===== config.mk =====
export PLATFORM = sky130hd
export DESIGN_NAME = scl2x_seq
export DESIGN_NICKNAME = d
export VERILOG_FILES = /design/src/rtl/core/scl2x_pkg.sv /design/src/rtl/core/scl2x_seq.sv
export SDC_FILE = /design/constraint.sdc
export NUM_CORES = 1
export LEC_CHECK = 0
export BUFFER_PORTS_ARGS = -buffer_cell sky130_fd_sc_hd__buf_2
export CAP_MARGIN = 20
export CORE_MARGIN = 2
export CORE_UTILIZATION = 35
export CTS_CLUSTER_DIAMETER = 80
export DETAILED_ROUTE_END_ITERATION = 8
export GPL_TIMING_DRIVEN = 0
export SYNTH_ARGS = -nofsm -noshare
export SYNTH_HDL_FRONTEND = slang
export SYNTH_SLANG_ARGS = --single-unit

===== constraint.sdc =====
create_clock -name clock -period 3.9 [get_ports clock]
set_input_delay 0.585 -clock clock [delete_from_list [all_inputs] [get_ports clock]]
set_output_delay 0.585 -clock clock [all_outputs]
set_load 0.05 [all_outputs]

===== src/rtl/core/scl2x_pkg.sv =====
`default_nettype none

package scl2x_pkg;

   // item field widths
   localparam int PIX_W        = 32;
   localparam int COL_OUT_W    = 10;
   localparam int ROW_OUT_W    = 12;
   localparam int CFG_WIDTH_W  = 11;
   localparam int CFG_HEIGHT_W = 13;
   localparam int CSR_IDX_W    = 2;
   localparam int CSR_DATA_W   = 13;

   // stream payload sizes, packed and rounded up to whole bytes
   localparam int REQ_DATA_W    = 32;
   localparam int RSP_FIELDS_W  = 4 * PIX_W + COL_OUT_W + ROW_OUT_W;
   localparam int RSP_DATA_W    = ((RSP_FIELDS_W + 7) / 8) * 8;

   // register indexes
   localparam logic [CSR_IDX_W-1:0] REG_IMAGE_WIDTH  = 2'd0;
   localparam logic [CSR_IDX_W-1:0] REG_IMAGE_HEIGHT = 2'd1;

   typedef logic [PIX_W-1:0] pixel_type;

   // per-item position flags, from the sequencer to the output stage
   typedef struct packed {
      logic has_prev;   // row above exists, a block of it is due
      logic last_row;   // item is in the last row of the frame
      logic x_gt0;
      logic x_gt1;
      logic x_last;     // item is in the last column
      logic y_gt1;      // previous row has a row above it
      logic y_odd;
   } item_flags_type;

   typedef struct packed {
      pixel_type br;
      pixel_type bl;
      pixel_type tr;
      pixel_type tl;
   } block_type;

   // scale2x corner rule
   function automatic block_type scale2x_corners(input pixel_type c, input pixel_type u,
                                                 input pixel_type l, input pixel_type r,
                                                 input pixel_type d);
      block_type blk;
      blk.tl = c;
      blk.tr = c;
      blk.bl = c;
      blk.br = c;
      if (u != d && l != r) begin
         blk.tl = (l == u) ? l : c;
         blk.tr = (u == r) ? r : c;
         blk.bl = (l == d) ? l : c;
         blk.br = (d == r) ? r : c;
      end
      return blk;
   endfunction

endpackage

`default_nettype wire


===== src/rtl/core/scl2x_seq.sv =====
`default_nettype none

module scl2x_seq
   import scl2x_pkg::*;
#(
   parameter int MAX_WIDTH  = 1024,
   parameter int MAX_HEIGHT = 4096
) (
   input  wire logic                          clock,
   input  wire logic                          reset,
   input  wire logic                          req_tvalid,
   output logic                               req_tready,
   input  wire logic                          csr_valid,
   output logic                               csr_ready,
   input  wire logic [CSR_IDX_W-1:0]          csr_index,
   input  wire logic [CSR_DATA_W-1:0]         csr_wdata,
   input  wire logic                          load_ok,
   input  wire logic                          stage_idle,
   output logic                               accept,
   output logic      [$clog2(MAX_WIDTH)-1:0]  item_x,
   output logic      [$clog2(MAX_HEIGHT)-1:0] item_y,
   output item_flags_type                     item_flags,
   output logic                               wr_en_even,
   output logic                               wr_en_odd,
   output logic      [$clog2(MAX_WIDTH)-1:0]  wr_addr,
   output logic                               rd_en,
   output logic      [$clog2(MAX_WIDTH)-1:0]  rd_addr_a,
   output logic      [$clog2(MAX_WIDTH)-1:0]  rd_addr_b
);

   localparam int CW = $clog2(MAX_WIDTH);
   localparam int RW = $clog2(MAX_HEIGHT);

   // clamp a width register value to 1..MAX_WIDTH, kept as last column
   function automatic logic [CW-1:0] width_last(input logic [CFG_WIDTH_W-1:0] v);
      logic [CW-1:0] res;
      if (v == '0) begin
         res = '0;
      end else if (int'(v) > MAX_WIDTH) begin
         res = CW'(MAX_WIDTH - 1);
      end else begin
         res = CW'(v - 1'b1);
      end
      return res;
   endfunction

   function automatic logic [RW-1:0] height_last(input logic [CFG_HEIGHT_W-1:0] v);
      logic [RW-1:0] res;
      if (v == '0) begin
         res = '0;
      end else if (int'(v) > MAX_HEIGHT) begin
         res = RW'(MAX_HEIGHT - 1);
      end else begin
         res = RW'(v - 1'b1);
      end
      return res;
   endfunction

   logic [CW-1:0] wlast_ff, wlast_in;
   logic [RW-1:0] hlast_ff, hlast_in;
   logic [CW-1:0] col_ff, col_in;
   logic [RW-1:0] row_ff, row_in;
   logic          win_ok_ff, win_ok_in;

   logic [CW-1:0] x;
   logic [RW-1:0] y;
   logic          csr_write;
   logic          fix_need;
   logic          fix_issue;

   // position of this item, counts beyond a shrunk frame land on the last column or row
   assign x = (col_ff > wlast_ff) ? wlast_ff : col_ff;
   assign y = (row_ff > hlast_ff) ? hlast_ff : row_ff;

   // left neighbor register is stale after a size change, refetch it before the item
   assign fix_need  = !win_ok_ff && (x != '0) && (y != '0);
   assign fix_issue = fix_need && stage_idle;

   assign csr_ready  = 1'b1;
   assign csr_write  = csr_valid && csr_ready;
   assign req_tready = !reset && load_ok && !fix_need;
   assign accept     = req_tvalid && req_tready;

   // next state
   always_comb begin
      wlast_in  = wlast_ff;
      hlast_in  = hlast_ff;
      col_in    = col_ff;
      row_in    = row_ff;
      win_ok_in = win_ok_ff;
      if (csr_write) begin
         unique case (csr_index)
            REG_IMAGE_WIDTH:  wlast_in = width_last(csr_wdata[CFG_WIDTH_W-1:0]);
            REG_IMAGE_HEIGHT: hlast_in = height_last(csr_wdata[CFG_HEIGHT_W-1:0]);
            default: ;
         endcase
         win_ok_in = 1'b0;
      end else if (accept || fix_issue) begin
         win_ok_in = 1'b1;
      end
      if (accept) begin
         if (x == wlast_ff) begin
            col_in = '0;
            row_in = (y == hlast_ff) ? '0 : y + 1'b1;
         end else begin
            col_in = x + 1'b1;
            row_in = y;
         end
      end
   end

   always_ff @(posedge clock) begin
      if (reset) begin
         wlast_ff  <= width_last(CFG_WIDTH_W'(256));
         hlast_ff  <= height_last(CFG_HEIGHT_W'(224));
         col_ff    <= '0;
         row_ff    <= '0;
         win_ok_ff <= 1'b0;
      end else begin
         wlast_ff  <= wlast_in;
         hlast_ff  <= hlast_in;
         col_ff    <= col_in;
         row_ff    <= row_in;
         win_ok_ff <= win_ok_in;
      end
   end

   // item position to the output stage
   assign item_x              = x;
   assign item_y              = y;
   assign item_flags.has_prev = (y != '0);
   assign item_flags.last_row = (y == hlast_ff);
   assign item_flags.x_gt0    = (x != '0);
   assign item_flags.x_gt1    = (x > CW'(1));
   assign item_flags.x_last   = (x == wlast_ff);
   assign item_flags.y_gt1    = (y > RW'(1));
   assign item_flags.y_odd    = y[0];

   // line store: write this row's store, read both stores at x (x-1 on refetch) and x+1
   assign wr_en_even = accept && !y[0];
   assign wr_en_odd  = accept && y[0];
   assign wr_addr    = x;
   assign rd_en      = accept || fix_issue;
   assign rd_addr_a  = fix_issue ? x - 1'b1 : x;
   assign rd_addr_b  = x + 1'b1;

endmodule

`default_nettype wire


==> flow_summary.ini <==
[layout]
seq_area_um2 = 986
layout-drive-gt1-share_pct = 43.3
finalInstanceArea_um2 = 6550
fin_nets = 763
antenna_cells = 0
multiInputGateArea_um2 = 3760
fillers = 1122
area_growth_pct = 51.8

[floorplanning]
rows = 40
core-area_um2 = 12000
die_w_um = 115
die-area_um2 = 13200
start_util_pct = 35.9
fp.dieH_um = 115
io-pin-count = 86

[routing]
first_pass_iters = 5
wl_per_cell_um = 18.2
via_per_inst = 5.69
drc = 0
drt-total-wl_um = 15700
detail-route-antenna-nets = 0
drt-initial-drc-count = 331
vias = 4898

[power]
ir_drop_mv = 0.161
p_per_area_nw_per_um2 = 201
p_sw_share_pct = 34.8
p_int_mw = 0.860
p_comb_share_pct = 29.4
seq_power_share_pct = 37.2
clock_power_share_pct = 33.5
p_sw_mw = 0.458
p_leak_nw = 2.90

[critical_path]
critical_path.endpoint_type = output port
required_ps = 3310
crit_arrival_ps = 3750
crit_type = flip-flop to output port
r2r-start = hlast_ff[10]
endpoint = rd_addr_a[8]
rr_worst_depth = 17
reg2reg_setup_slack_ps = 260
critical_path.max_fanout = 5
reg2reg_to = row_ff[0]
critPathLaunch = hlast_ff[10]
startpoint_type = flip-flop

[sta]
slew_headroom_pct = 33.5
setup_viol = 15
hold_violations = 0
fin_crit_ps = 4340
setup_slack_ps = -439
rsz0062_at_grt = yes
tns_ps = -4570
max_freq_mhz = 230
maxSlewViolCount = 0
fin_worst_skew_ps = 6.33
final.period_utilization_pct = 111
tightest_slew_ps = 989

[placed_design]
placed_cell_area_um2 = 5340
gp_congestion = 0.911
dp_hpwl_um = 11700
place_ws_ps = -1020
portBuffers = 83

[synth]
synth_nets = 612
synth_top_cell_by_area = dfxtp_1
yosysUniqueCellTypes = 75
synthCells = 562
avgSynthCellArea_um2 = 7.68
async_reset_ff_share_pct = 0
ys_top_cells_by_count = nand2_1 (56), dfxtp_1 (45), nor2_1 (43)
yosys_most_used_dff = dfxtp_1
synth_seq_cells = 45
yosys.area.top_type_share_pct = 20.9
synth_edf_count = 0
ys_seq_area_share_pct = 20.9
syn_area_um2 = 4320
yosys_warnings = 0
synthTopCellsByArea = dfxtp_1 (21%), ha_1 (8.4%), xnor2_1 (7.1%)
synth_most_common_cell = nand2_1

[grt]
antenna_found_initial = 0
grt_max_degree = 16
grtUsageTotal_pct = 23.6
grt_pass1_vias = 4629
grt_pass1_wl_um = 24500
grt_overflow = 0

[clock_tree]
cts-root-buf = clkbuf_16
cts_made_buffers = 5
cts.sinks = 45
path_clk_slew_ps = 70
cts_tree = yes
htree_levels = 2
clk-insertion-delay-late_ps = 290
cts_buffer_depth = 2

[min_path]
holdCritPathClass = flip-flop to flip-flop

[run_status]
violations = negative setup slack
outcome = finished with violations

[run]
cap_violations = 0
-- final cells by class --
type,instances,share of cell area (%)
repair buffers,143,16.1
plain buffers,32,3.55
multi-input cells,441,57.5
inverters,45,2.81
clock inverters,3,0.306
flip-flops and latches,45,15.1
clock buffers,5,1.91
well taps,147,2.81
-- sequential cells by signal, summed over array words and instances, names as in the netlist --
register,cells
col_ff,10
hlast_ff,12
row_ff,12
win_ok_ff,1
wlast_ff,10
-- metal layers --
metal / part of all wire, % / GRT usage, % / up-vias
met5: 0 / 0 / -
met4: 3.4 / 8.11 / 0
met3: 5.2 / 3.53 / 41
met2: 49 / 39.6 / 190
met1: 43 / 30.9 / 2332
li1: - / - / 2335
-- cells by family after synthesis --
family / count (synthesis) / synth area share (%)
compound gates: 132 / 21.7
fa+ha+maj: 30 / 8.64
simple gates: 200 / 23.8
xor+xnor: 51 / 10.4
mux: 26 / 6.32
buf+inv: 77 / 8.23
flops: 45 / 20.9
other cells: 1 / 0.0869
-- power by group through the flow --
stage	Sequential [mW]	Clock, mW	Combinational (mW)
3_3_place_gp	0.511	0	0.289
4_1_cts	0.491	0.442	0.363
5_1_grt	0.491	0.469	0.413
3_5_place_dp	0.511	0	0.293
6_report	0.490	0.441	0.387
2_1_floorplan	0.502	0	0.218
-- per-stage QoR --
| step | hold WS [ps] | power (mW) | cells | util, % |
|---|---|---|---|---|
| floorplan | 458 | 0.720 | 562 | - |
| global placement | 484 | 0.800 | 792 | 44.5 |
| detailed placement | 491 | 0.804 | 792 | 44.5 |
| CTS | 487 | 1.30 | 844 | 51.7 |
| global route | 528 | 1.37 | 861 | 54.5 |
| finish | 508 | 1.32 | 861 | 54.5 |
-- critical path: stages, from the launching register on --
cell and delay, ps:
dfxtp_4 390, inv_4 50, ha_4 220, a21oi_2 140, a21boi_2 80, or2_4 250
o31ai_4 380, buf_6 170, mux2i_4 70, ha_4 180, and3_4 150, a31oi_4 170
o311ai_4 180, nor3_4 250, buf_12 150, nand4_1 200, xnor2_4 220, buf_6 180
-- how the worst min path moves through the flow --
| stage | startpoint | end | slack [ps] | depth (start not counted) |
|---|---|---|---|---|
| CTS | hlast_ff[8] | hlast_ff[8] | 490 | 2 |
| finish | hlast_ff[8] | hlast_ff[8] | 510 | 2 |
| global route | hlast_ff[9] | hlast_ff[9] | 530 | 2 |
| floorplan | hlast_ff[11] | hlast_ff[11] | 460 | 2 |
| global placement | hlast_ff[11] | hlast_ff[11] | 480 | 2 |
| detailed placement | hlast_ff[5] | hlast_ff[5] | 490 | 2 |
-- cell usage in the layout (no fill, tap or decap), types with 5 or more instances in the layout --
master	n
nor3_1	8
buf_12	5
buf_4	66
buf_2	67
a21oi_1	28
nand4_1	15
buf_6	20
xnor2_4	9
xor2_1	15
ha_1	16
mux2i_1	15
inv_1	31
o31ai_1	10
o21ai_0	25
dfxtp_2	11
clkbuf_1	11
buf_8	5
clkbuf_16	5
dfxtp_4	19
nand3_1	18
nand3_2	5
nor4_1	9
inv_2	10
nor2_1	39
dfxtp_1	15
nand2_1	53
mux2_2	6
ha_4	13
xnor2_1	24
a211oi_1	7
-- timing repair --
action,4_1_cts,5_1_grt
setup buffers,43,17
pin swaps,22,23
hold buffers,0,0
setup endpoints to repair,54,22
gates resized for setup,89,55
cloned,1,0
(Power assumes the default switching activity.)
