<file path="src/rtl/core/scl2x_pkg.sv">
`default_nettype none

package scl2x_pkg;

   // item field widths
   localparam int PIX_W        = 32;
   localparam int COL_OUT_W    = 10;
   localparam int ROW_OUT_W    = 12;
   localparam int CFG_WIDTH_W  = 11;
   localparam int CFG_HEIGHT_W = 13;
   localparam int CSR_IDX_W    = 2;
   localparam int CSR_DATA_W   = 13;

   // stream payload sizes, packed and rounded up to whole bytes
   localparam int REQ_DATA_W    = 32;
   localparam int RSP_FIELDS_W  = 4 * PIX_W + COL_OUT_W + ROW_OUT_W;
   localparam int RSP_DATA_W    = ((RSP_FIELDS_W + 7) / 8) * 8;

   // register indexes
   localparam logic [CSR_IDX_W-1:0] REG_IMAGE_WIDTH  = 2'd0;
   localparam logic [CSR_IDX_W-1:0] REG_IMAGE_HEIGHT = 2'd1;

   typedef logic [PIX_W-1:0] pixel_type;

   // per-item position flags, from the sequencer to the output stage
   typedef struct packed {
      logic has_prev;   // row above exists, a block of it is due
      logic last_row;   // item is in the last row of the frame
      logic x_gt0;
      logic x_gt1;
      logic x_last;     // item is in the last column
      logic y_gt1;      // previous row has a row above it
      logic y_odd;
   } item_flags_type;

   typedef struct packed {
      pixel_type br;
      pixel_type bl;
      pixel_type tr;
      pixel_type tl;
   } block_type;

   // scale2x corner rule
   function automatic block_type scale2x_corners(input pixel_type c, input pixel_type u,
                                                 input pixel_type l, input pixel_type r,
                                                 input pixel_type d);
      block_type blk;
      blk.tl = c;
      blk.tr = c;
      blk.bl = c;
      blk.br = c;
      if (u != d && l != r) begin
         blk.tl = (l == u) ? l : c;
         blk.tr = (u == r) ? r : c;
         blk.bl = (l == d) ? l : c;
         blk.br = (d == r) ? r : c;
      end
      return blk;
   endfunction

endpackage

`default_nettype wire

</file>
<file path="src/rtl/core/scl2x_emit.sv">
`default_nettype none

module scl2x_emit
   import scl2x_pkg::*;
#(
   parameter int MAX_WIDTH  = 1024,
   parameter int MAX_HEIGHT = 4096
) (
   input  wire logic                          clock,
   input  wire logic                          reset,
   input  wire logic                          load,
   input  wire logic [$clog2(MAX_WIDTH)-1:0]  item_x,
   input  wire logic [$clog2(MAX_HEIGHT)-1:0] item_y,
   input  wire item_flags_type                item_flags,
   input  wire pixel_type                     pixel,
   input  wire pixel_type                     ram_a_even,
   input  wire pixel_type                     ram_b_even,
   input  wire pixel_type                     ram_a_odd,
   input  wire pixel_type                     ram_b_odd,
   output logic                               load_ok,
   output logic                               stage_idle,
   output logic                               rsp_tvalid,
   input  wire logic                          rsp_tready,
   output logic      [RSP_DATA_W-1:0]         rsp_tdata,
   output logic                               rsp_tlast
);

   localparam int CW = $clog2(MAX_WIDTH);
   localparam int RW = $clog2(MAX_HEIGHT);

   // which block of the item is due
   localparam logic [1:0] RES_PREV_ROW    = 2'd0;
   localparam logic [1:0] RES_LAST_LEFT   = 2'd1;
   localparam logic [1:0] RES_LAST_CORNER = 2'd2;

   logic [2:0]      mask_ff, mask_in;
   logic            rsp_valid_ff, rsp_valid_in;
   logic [RSP_DATA_W-1:0] rsp_data_ff, rsp_data_in;
   logic            rsp_last_ff, rsp_last_in;
   pixel_type       prior_ff, prior_in;
   pixel_type       second_ff, second_in;

   item_flags_type  flags_ff;
   logic [CW-1:0]   x_ff;
   logic [RW-1:0]   y_ff;
   pixel_type       p_ff;
   pixel_type       s_prior_ff;
   pixel_type       s_second_ff;
   pixel_type       win_ff;

   logic            busy;
   logic            out_free;
   logic            single;
   logic            emit;
   logic [1:0]      kind;
   pixel_type       cur_a, cur_b, up_a;
   pixel_type       nc, nu, nl, nr, nd;
   logic [CW-1:0]   col;
   logic [RW-1:0]   row;
   logic            done;
   block_type       blk;

   // stage occupancy: one pending bit per block of the held item
   assign busy       = (mask_ff != 3'd0);
   assign stage_idle = !busy;
   assign out_free   = !rsp_valid_ff || rsp_tready;
   assign single     = ((mask_ff & (mask_ff - 3'd1)) == 3'd0);
   assign load_ok    = !busy || (out_free && single);
   assign emit       = busy && out_free;

   always_comb begin
      if (mask_ff[0]) begin
         kind = RES_PREV_ROW;
      end else if (mask_ff[1]) begin
         kind = RES_LAST_LEFT;
      end else begin
         kind = RES_LAST_CORNER;
      end
   end

   // previous row lives in the store of opposite parity
   assign cur_a = flags_ff.y_odd ? ram_a_even : ram_a_odd;
   assign cur_b = flags_ff.y_odd ? ram_b_even : ram_b_odd;
   assign up_a  = flags_ff.y_odd ? ram_a_odd  : ram_a_even;

   // neighbor selection per block, frame edges fall back to the center
   always_comb begin
      nc   = p_ff;
      nu   = p_ff;
      nl   = p_ff;
      nr   = p_ff;
      nd   = p_ff;
      col  = x_ff;
      row  = y_ff;
      done = 1'b0;
      unique case (kind)
         RES_PREV_ROW: begin
            nc  = cur_a;
            nu  = flags_ff.y_gt1 ? up_a : cur_a;
            nl  = flags_ff.x_gt0 ? win_ff : cur_a;
            nr  = flags_ff.x_last ? cur_a : cur_b;
            nd  = p_ff;
            row = y_ff - 1'b1;
         end
         RES_LAST_LEFT: begin
            nc  = s_prior_ff;
            nu  = flags_ff.has_prev ? win_ff : s_prior_ff;
            nl  = flags_ff.x_gt1 ? s_second_ff : s_prior_ff;
            nr  = p_ff;
            nd  = s_prior_ff;
            col = x_ff - 1'b1;
         end
         RES_LAST_CORNER: begin
            nu   = flags_ff.has_prev ? cur_a : p_ff;
            nl   = flags_ff.x_gt0 ? s_prior_ff : p_ff;
            done = 1'b1;
         end
         default: ;
      endcase
   end

   assign blk = scale2x_corners(nc, nu, nl, nr, nd);

   // next state of control and output register
   always_comb begin
      mask_in      = mask_ff;
      rsp_valid_in = rsp_valid_ff;
      rsp_data_in  = rsp_data_ff;
      rsp_last_in  = rsp_last_ff;
      prior_in     = prior_ff;
      second_in    = second_ff;
      if (emit) begin
         mask_in      = mask_ff & (mask_ff - 3'd1);
         rsp_valid_in = 1'b1;
         rsp_data_in  = RSP_DATA_W'({ROW_OUT_W'(row), COL_OUT_W'(col), blk});
         rsp_last_in  = done;
      end else if (rsp_tready) begin
         rsp_valid_in = 1'b0;
      end
      if (load) begin
         mask_in   = {item_flags.last_row && item_flags.x_last,
                      item_flags.last_row && item_flags.x_gt0,
                      item_flags.has_prev};
         prior_in  = pixel;
         second_in = prior_ff;
      end
   end

   always_ff @(posedge clock) begin
      if (reset) begin
         mask_ff      <= 3'd0;
         rsp_valid_ff <= 1'b0;
         prior_ff     <= '0;
         second_ff    <= '0;
      end else begin
         mask_ff      <= mask_in;
         rsp_valid_ff <= rsp_valid_in;
         prior_ff     <= prior_in;
         second_ff    <= second_in;
      end
   end

   // output payload
   always_ff @(posedge clock) begin
      rsp_data_ff <= rsp_data_in;
      rsp_last_ff <= rsp_last_in;
   end

   // held item; the left neighbor is what the store read for the item before
   always_ff @(posedge clock) begin
      if (load) begin
         flags_ff    <= item_flags;
         x_ff        <= item_x;
         y_ff        <= item_y;
         p_ff        <= pixel;
         s_prior_ff  <= prior_ff;
         s_second_ff <= second_ff;
         win_ff      <= item_flags.y_odd ? ram_a_even : ram_a_odd;
      end
   end

   assign rsp_tvalid = rsp_valid_ff;
   assign rsp_tdata  = rsp_data_ff;
   assign rsp_tlast  = rsp_last_ff;

endmodule

`default_nettype wire

</file>
<file path="config.mk">
export PLATFORM = sky130hd
export DESIGN_NAME = scl2x_emit
export DESIGN_NICKNAME = d
export VERILOG_FILES = /design/src/rtl/core/scl2x_pkg.sv /design/src/rtl/core/scl2x_emit.sv
export SDC_FILE = /design/constraint.sdc
export NUM_CORES = 1
export LEC_CHECK = 0
export CORE_AREA = 8 8 166 231
export CTS_CLUSTER_DIAMETER = 40
export DETAILED_ROUTE_END_ITERATION = 12
export DIE_AREA = 0 0 174 239
export DONT_BUFFER_PORTS = 1
export GPL_ROUTABILITY_DRIVEN = 0
export MAX_ROUTING_LAYER = met4
export PLACE_DENSITY = 0.8
export SLEW_MARGIN = 20
export SYNTH_ARGS = -nofsm -noshare
export SYNTH_HDL_FRONTEND = slang
export SYNTH_SLANG_ARGS = --single-unit
</file>
<file path="constraint.sdc">
create_clock -name clock -period 9.5 [get_ports clock]
set_input_delay 1.9 -clock clock [delete_from_list [all_inputs] [get_ports clock]]
set_output_delay 1.9 -clock clock [all_outputs]
set_load 0.05 [all_outputs]
</file>
==> out/qor.csv <==
stage,metric,value,unit
status,status,finished clean,
timing,hold_viol,0,
timing,relSlewSlack,18.9,%
cts,htreeDepth,2,
finish,post-route-cell-area,0.0239,mm^2
placed_design,placed_area,0.0224,mm^2
cts,cts.clk_slew.worst_paths,60,ps
critical_path,crit_path_end_kind,register,
floorplan,fp.dieW,174,um
pwr,p_per_area,201,mW/mm^2
detailed_routing,wl_per_cell,30.7,um
logic_synthesis,synth.top_cell.area_share,41.4,%
floorplan,core,0.0347,mm^2
critical_path,critPathMaxFanout,61,
cts,cts_sinks,375,
global_route,use_met2,48.1,%
logic_synthesis,synth_top_family_by_area,multiplexers,
floorplan,rows,81,
global_route,antenna_found_initial,1,
global_route,track_usage,32.4,%
logic_synthesis,synthTopCellsByCount,"mux2i_1 (389), edfxtp_1 (307), nor2_1 (139)",
placed_design,pre_cts_ws,4060,ps
cts,root_buffer,clkbuf_16,
global_route,use_met1,39.9,%
timing,max_freq,180,MHz
detailed_routing,via_per_inst,6.95,
critical_path,worstPathRequired,9750,ps
cts,ctsHoldBuffers,0,
logic_synthesis,synthCells,1777,
cts,cts_tree,yes,
floorplan,io_pins,349,
pwr,p_leak,8.26,nW
global_route,grt_use_met3,8.60,%
logic_synthesis,syn_area,0.0223,mm^2
job,maxCapViolations,0,
detailed_routing,vias,15474,
logic_synthesis,netlist-cell-type-count,67,
global_route,grt_busiest_layer,met2,
detailed_routing,drt_iter0_markers,2057,
timing,period_minus_slack,5560,ps
detailed_routing,drtPass1Iterations,6,
placed_design,hpwl,49.3,mm
cts,post_cts_resized,0,
timing,fin_skew,15.3,ps
timing,setup_slack,3940,ps
logic_synthesis,synthSimpleGateAreaFrac,7.06,%
global_route,gr-total-overflow,0,
placed_design,portBuffers,0,
logic_synthesis,synth_edf_count,307,
logic_synthesis,synth_mux_area_share,27.2,%
finish,area_growth,7.27,%
cts,cts_setup_buffers,0,
cts,numCtsBuffers,44,
timing,tightestPinTransition,1180,ps
finish,nNetsFinal,1929,
timing,fin_setup_tns,0,ps
floorplan,dieArea,0.0416,mm^2
pwr,vdd_ir_drop_max,0.000136,V
global_route,grt_pass1_wl,98.0,mm
finish,drive_above_1_share,15.9,%
detailed_routing,wirelength,68.3,mm
floorplan,dieHeight,239,um
logic_synthesis,synth_top_area_cell,edfxtp_1,
logic_synthesis,postSynth.asyncResetShare,0,%
cts,clock_latency,560,ps
critical_path,crit_path_start_kind,register,
floorplan,initial_core_util,64.3,%
critical_path,critPathKind,register to register,
finish,final_core_util,69.0,%
timing,slew_violations,0,
logic_synthesis,synthAdderAreaFrac,0.112,%
timing,fin_crit_sh,58.5,%
logic_synthesis,avgSynthCellArea,12.5,um^2
hold_path,hp-class,register to register,
global_route,grt_max_degree,227,
detailed_routing,drc,0,
logic_synthesis,ys_warn_count,0,
timing,setup_viol,0,
timing,rsz0062_at_grt,false,
critical_path,cp_data_arrival_time,5800,ps
cts,cts.path.max_buffers,3,
logic_synthesis,ys_ff_latch,375,
detailed_routing,postRouteAntennaNets,0,
logic_synthesis,synth_flop_cell,edfxtp_1,
logic_synthesis,synth_xor_xnor_area_share,9.23,%
global_route,grt_pass1_vias,14798,
logic_synthesis,synth_most_common_cell,mux2i_1,
logic_synthesis,synth_area_leaders,"edfxtp_1 (41%), mux2i_1 (17%), dfxtp_1 (6.1%)",
logic_synthesis,ys_seq_area_share,47.5,%
logic_synthesis,synth_compound_area_share,5.49,%
## cell usage in the layout, fill, tap and decap left out, types with 4 or more instances in the layout
| master | n |
|---|---|
| mux2i_1 | 389 |
| edfxtp_1 | 307 |
| nor2_1 | 138 |
| xor2_1 | 129 |
| mux2_2 | 114 |
| xnor2_1 | 104 |
| dfxtp_1 | 66 |
| a21oi_1 | 49 |
| nand2_1 | 45 |
| clkbuf_16 | 45 |
| mux4_2 | 35 |
| o211ai_1 | 32 |
| nor4_1 | 31 |
| buf_4 | 24 |
| nor3_1 | 21 |
| nand2b_1 | 17 |
| o21ai_0 | 17 |
| inv_1 | 14 |
| nand4_1 | 14 |
| or2_2 | 11 |
| o22ai_1 | 11 |
| a211oi_1 | 11 |
| nor2b_1 | 10 |
| nand3_1 | 10 |
| clkbuf_1 | 8 |
| inv_6 | 7 |
| o221ai_1 | 6 |
| a221oi_1 | 6 |
| nor4_4 | 6 |
| o31ai_1 | 5 |
| bufinv_16 | 5 |
| o211a_1 | 4 |
| o211ai_2 | 4 |
| clkinv_4 | 4 |
## flip-flops by register name (all words and copies together), names as in the netlist, 3 cells and up
| register | flops |
|---|---|
| mask_ff | 3 |
| p_ff | 32 |
| rsp_tdata | 150 |
| s_prior_ff | 32 |
| s_second_ff | 32 |
| win_ff | 32 |
| second_ff | 32 |
| flags_ff | 6 |
| x_ff | 10 |
| prior_ff | 32 |
| y_ff | 12 |
## final cells by class
cell class | count | area (um^2)
Fill cell | 2479 | 10800
Timing Repair Buffer | 24 | 180
Clock inverter | 26 | 332
Clock buffer | 55 | 1180
Inverter | 17 | 63.8
Sequential cell | 375 | 10600
Multi-Input combinational cell | 1272 | 11000
Tap cell | 456 | 571
Antenna cell | 1 | 2.50
## worst max-delay path, stage by stage (launching register included)
cell     delay, ps
dfxtp_4        450
buf_4          400
nor2b_4        530
buf_4          540
mux2i_1        890
xor2_1         160
nor4_1         560
nand4_1        250
nor4_4         660
nor4_4          90
buf_4          340
mux2i_1        220
## report_power, final
group,switching (mW),leakage [nW],internal (mW)
registers,0.254,3.53,1.92
clock network,0.691,0.738,1.04
logic,0.546,3.99,0.340
## stage by stage
stage	std cells	power, mW	hold WS [ps]
after floorplan	1778	2.81	408
final	2226	4.80	425
after detailed placement	2144	3.05	413
after global routing	2226	4.91	433
after CTS	2225	4.76	422
after global placement	2144	3.02	413
## metal layers
metal | routed length (um) | part of all wire [%]
met1 | 25000 | 37
met2 | 30500 | 45
met4 | 4590 | 6.7
met5 | 0 | 0
met3 | 8250 | 12
## worst paths after layout
kind / startpoint / to / slack [ps] / cells after the start
hold reg to reg: second_ff[11] / s_second_ff[11] / 430 / 0
setup reg to reg: mask_ff[0] / rsp_tdata[43] / 3940 / 11
hold / removal: second_ff[11] / s_second_ff[11] / 430 / 0
setup / recovery: mask_ff[0] / rsp_tdata[43] / 3940 / 11
## kinds of logic after synthesis
family	after synthesis
xor gates and xnor gates	234
muxes	544
and+or+nand+nor	315
adders and majority gates	2
other	1
buffers and inverters	131
DFF	375
AOI/OAI and AO/OA	175
Power figures use the tool's default switching activity.
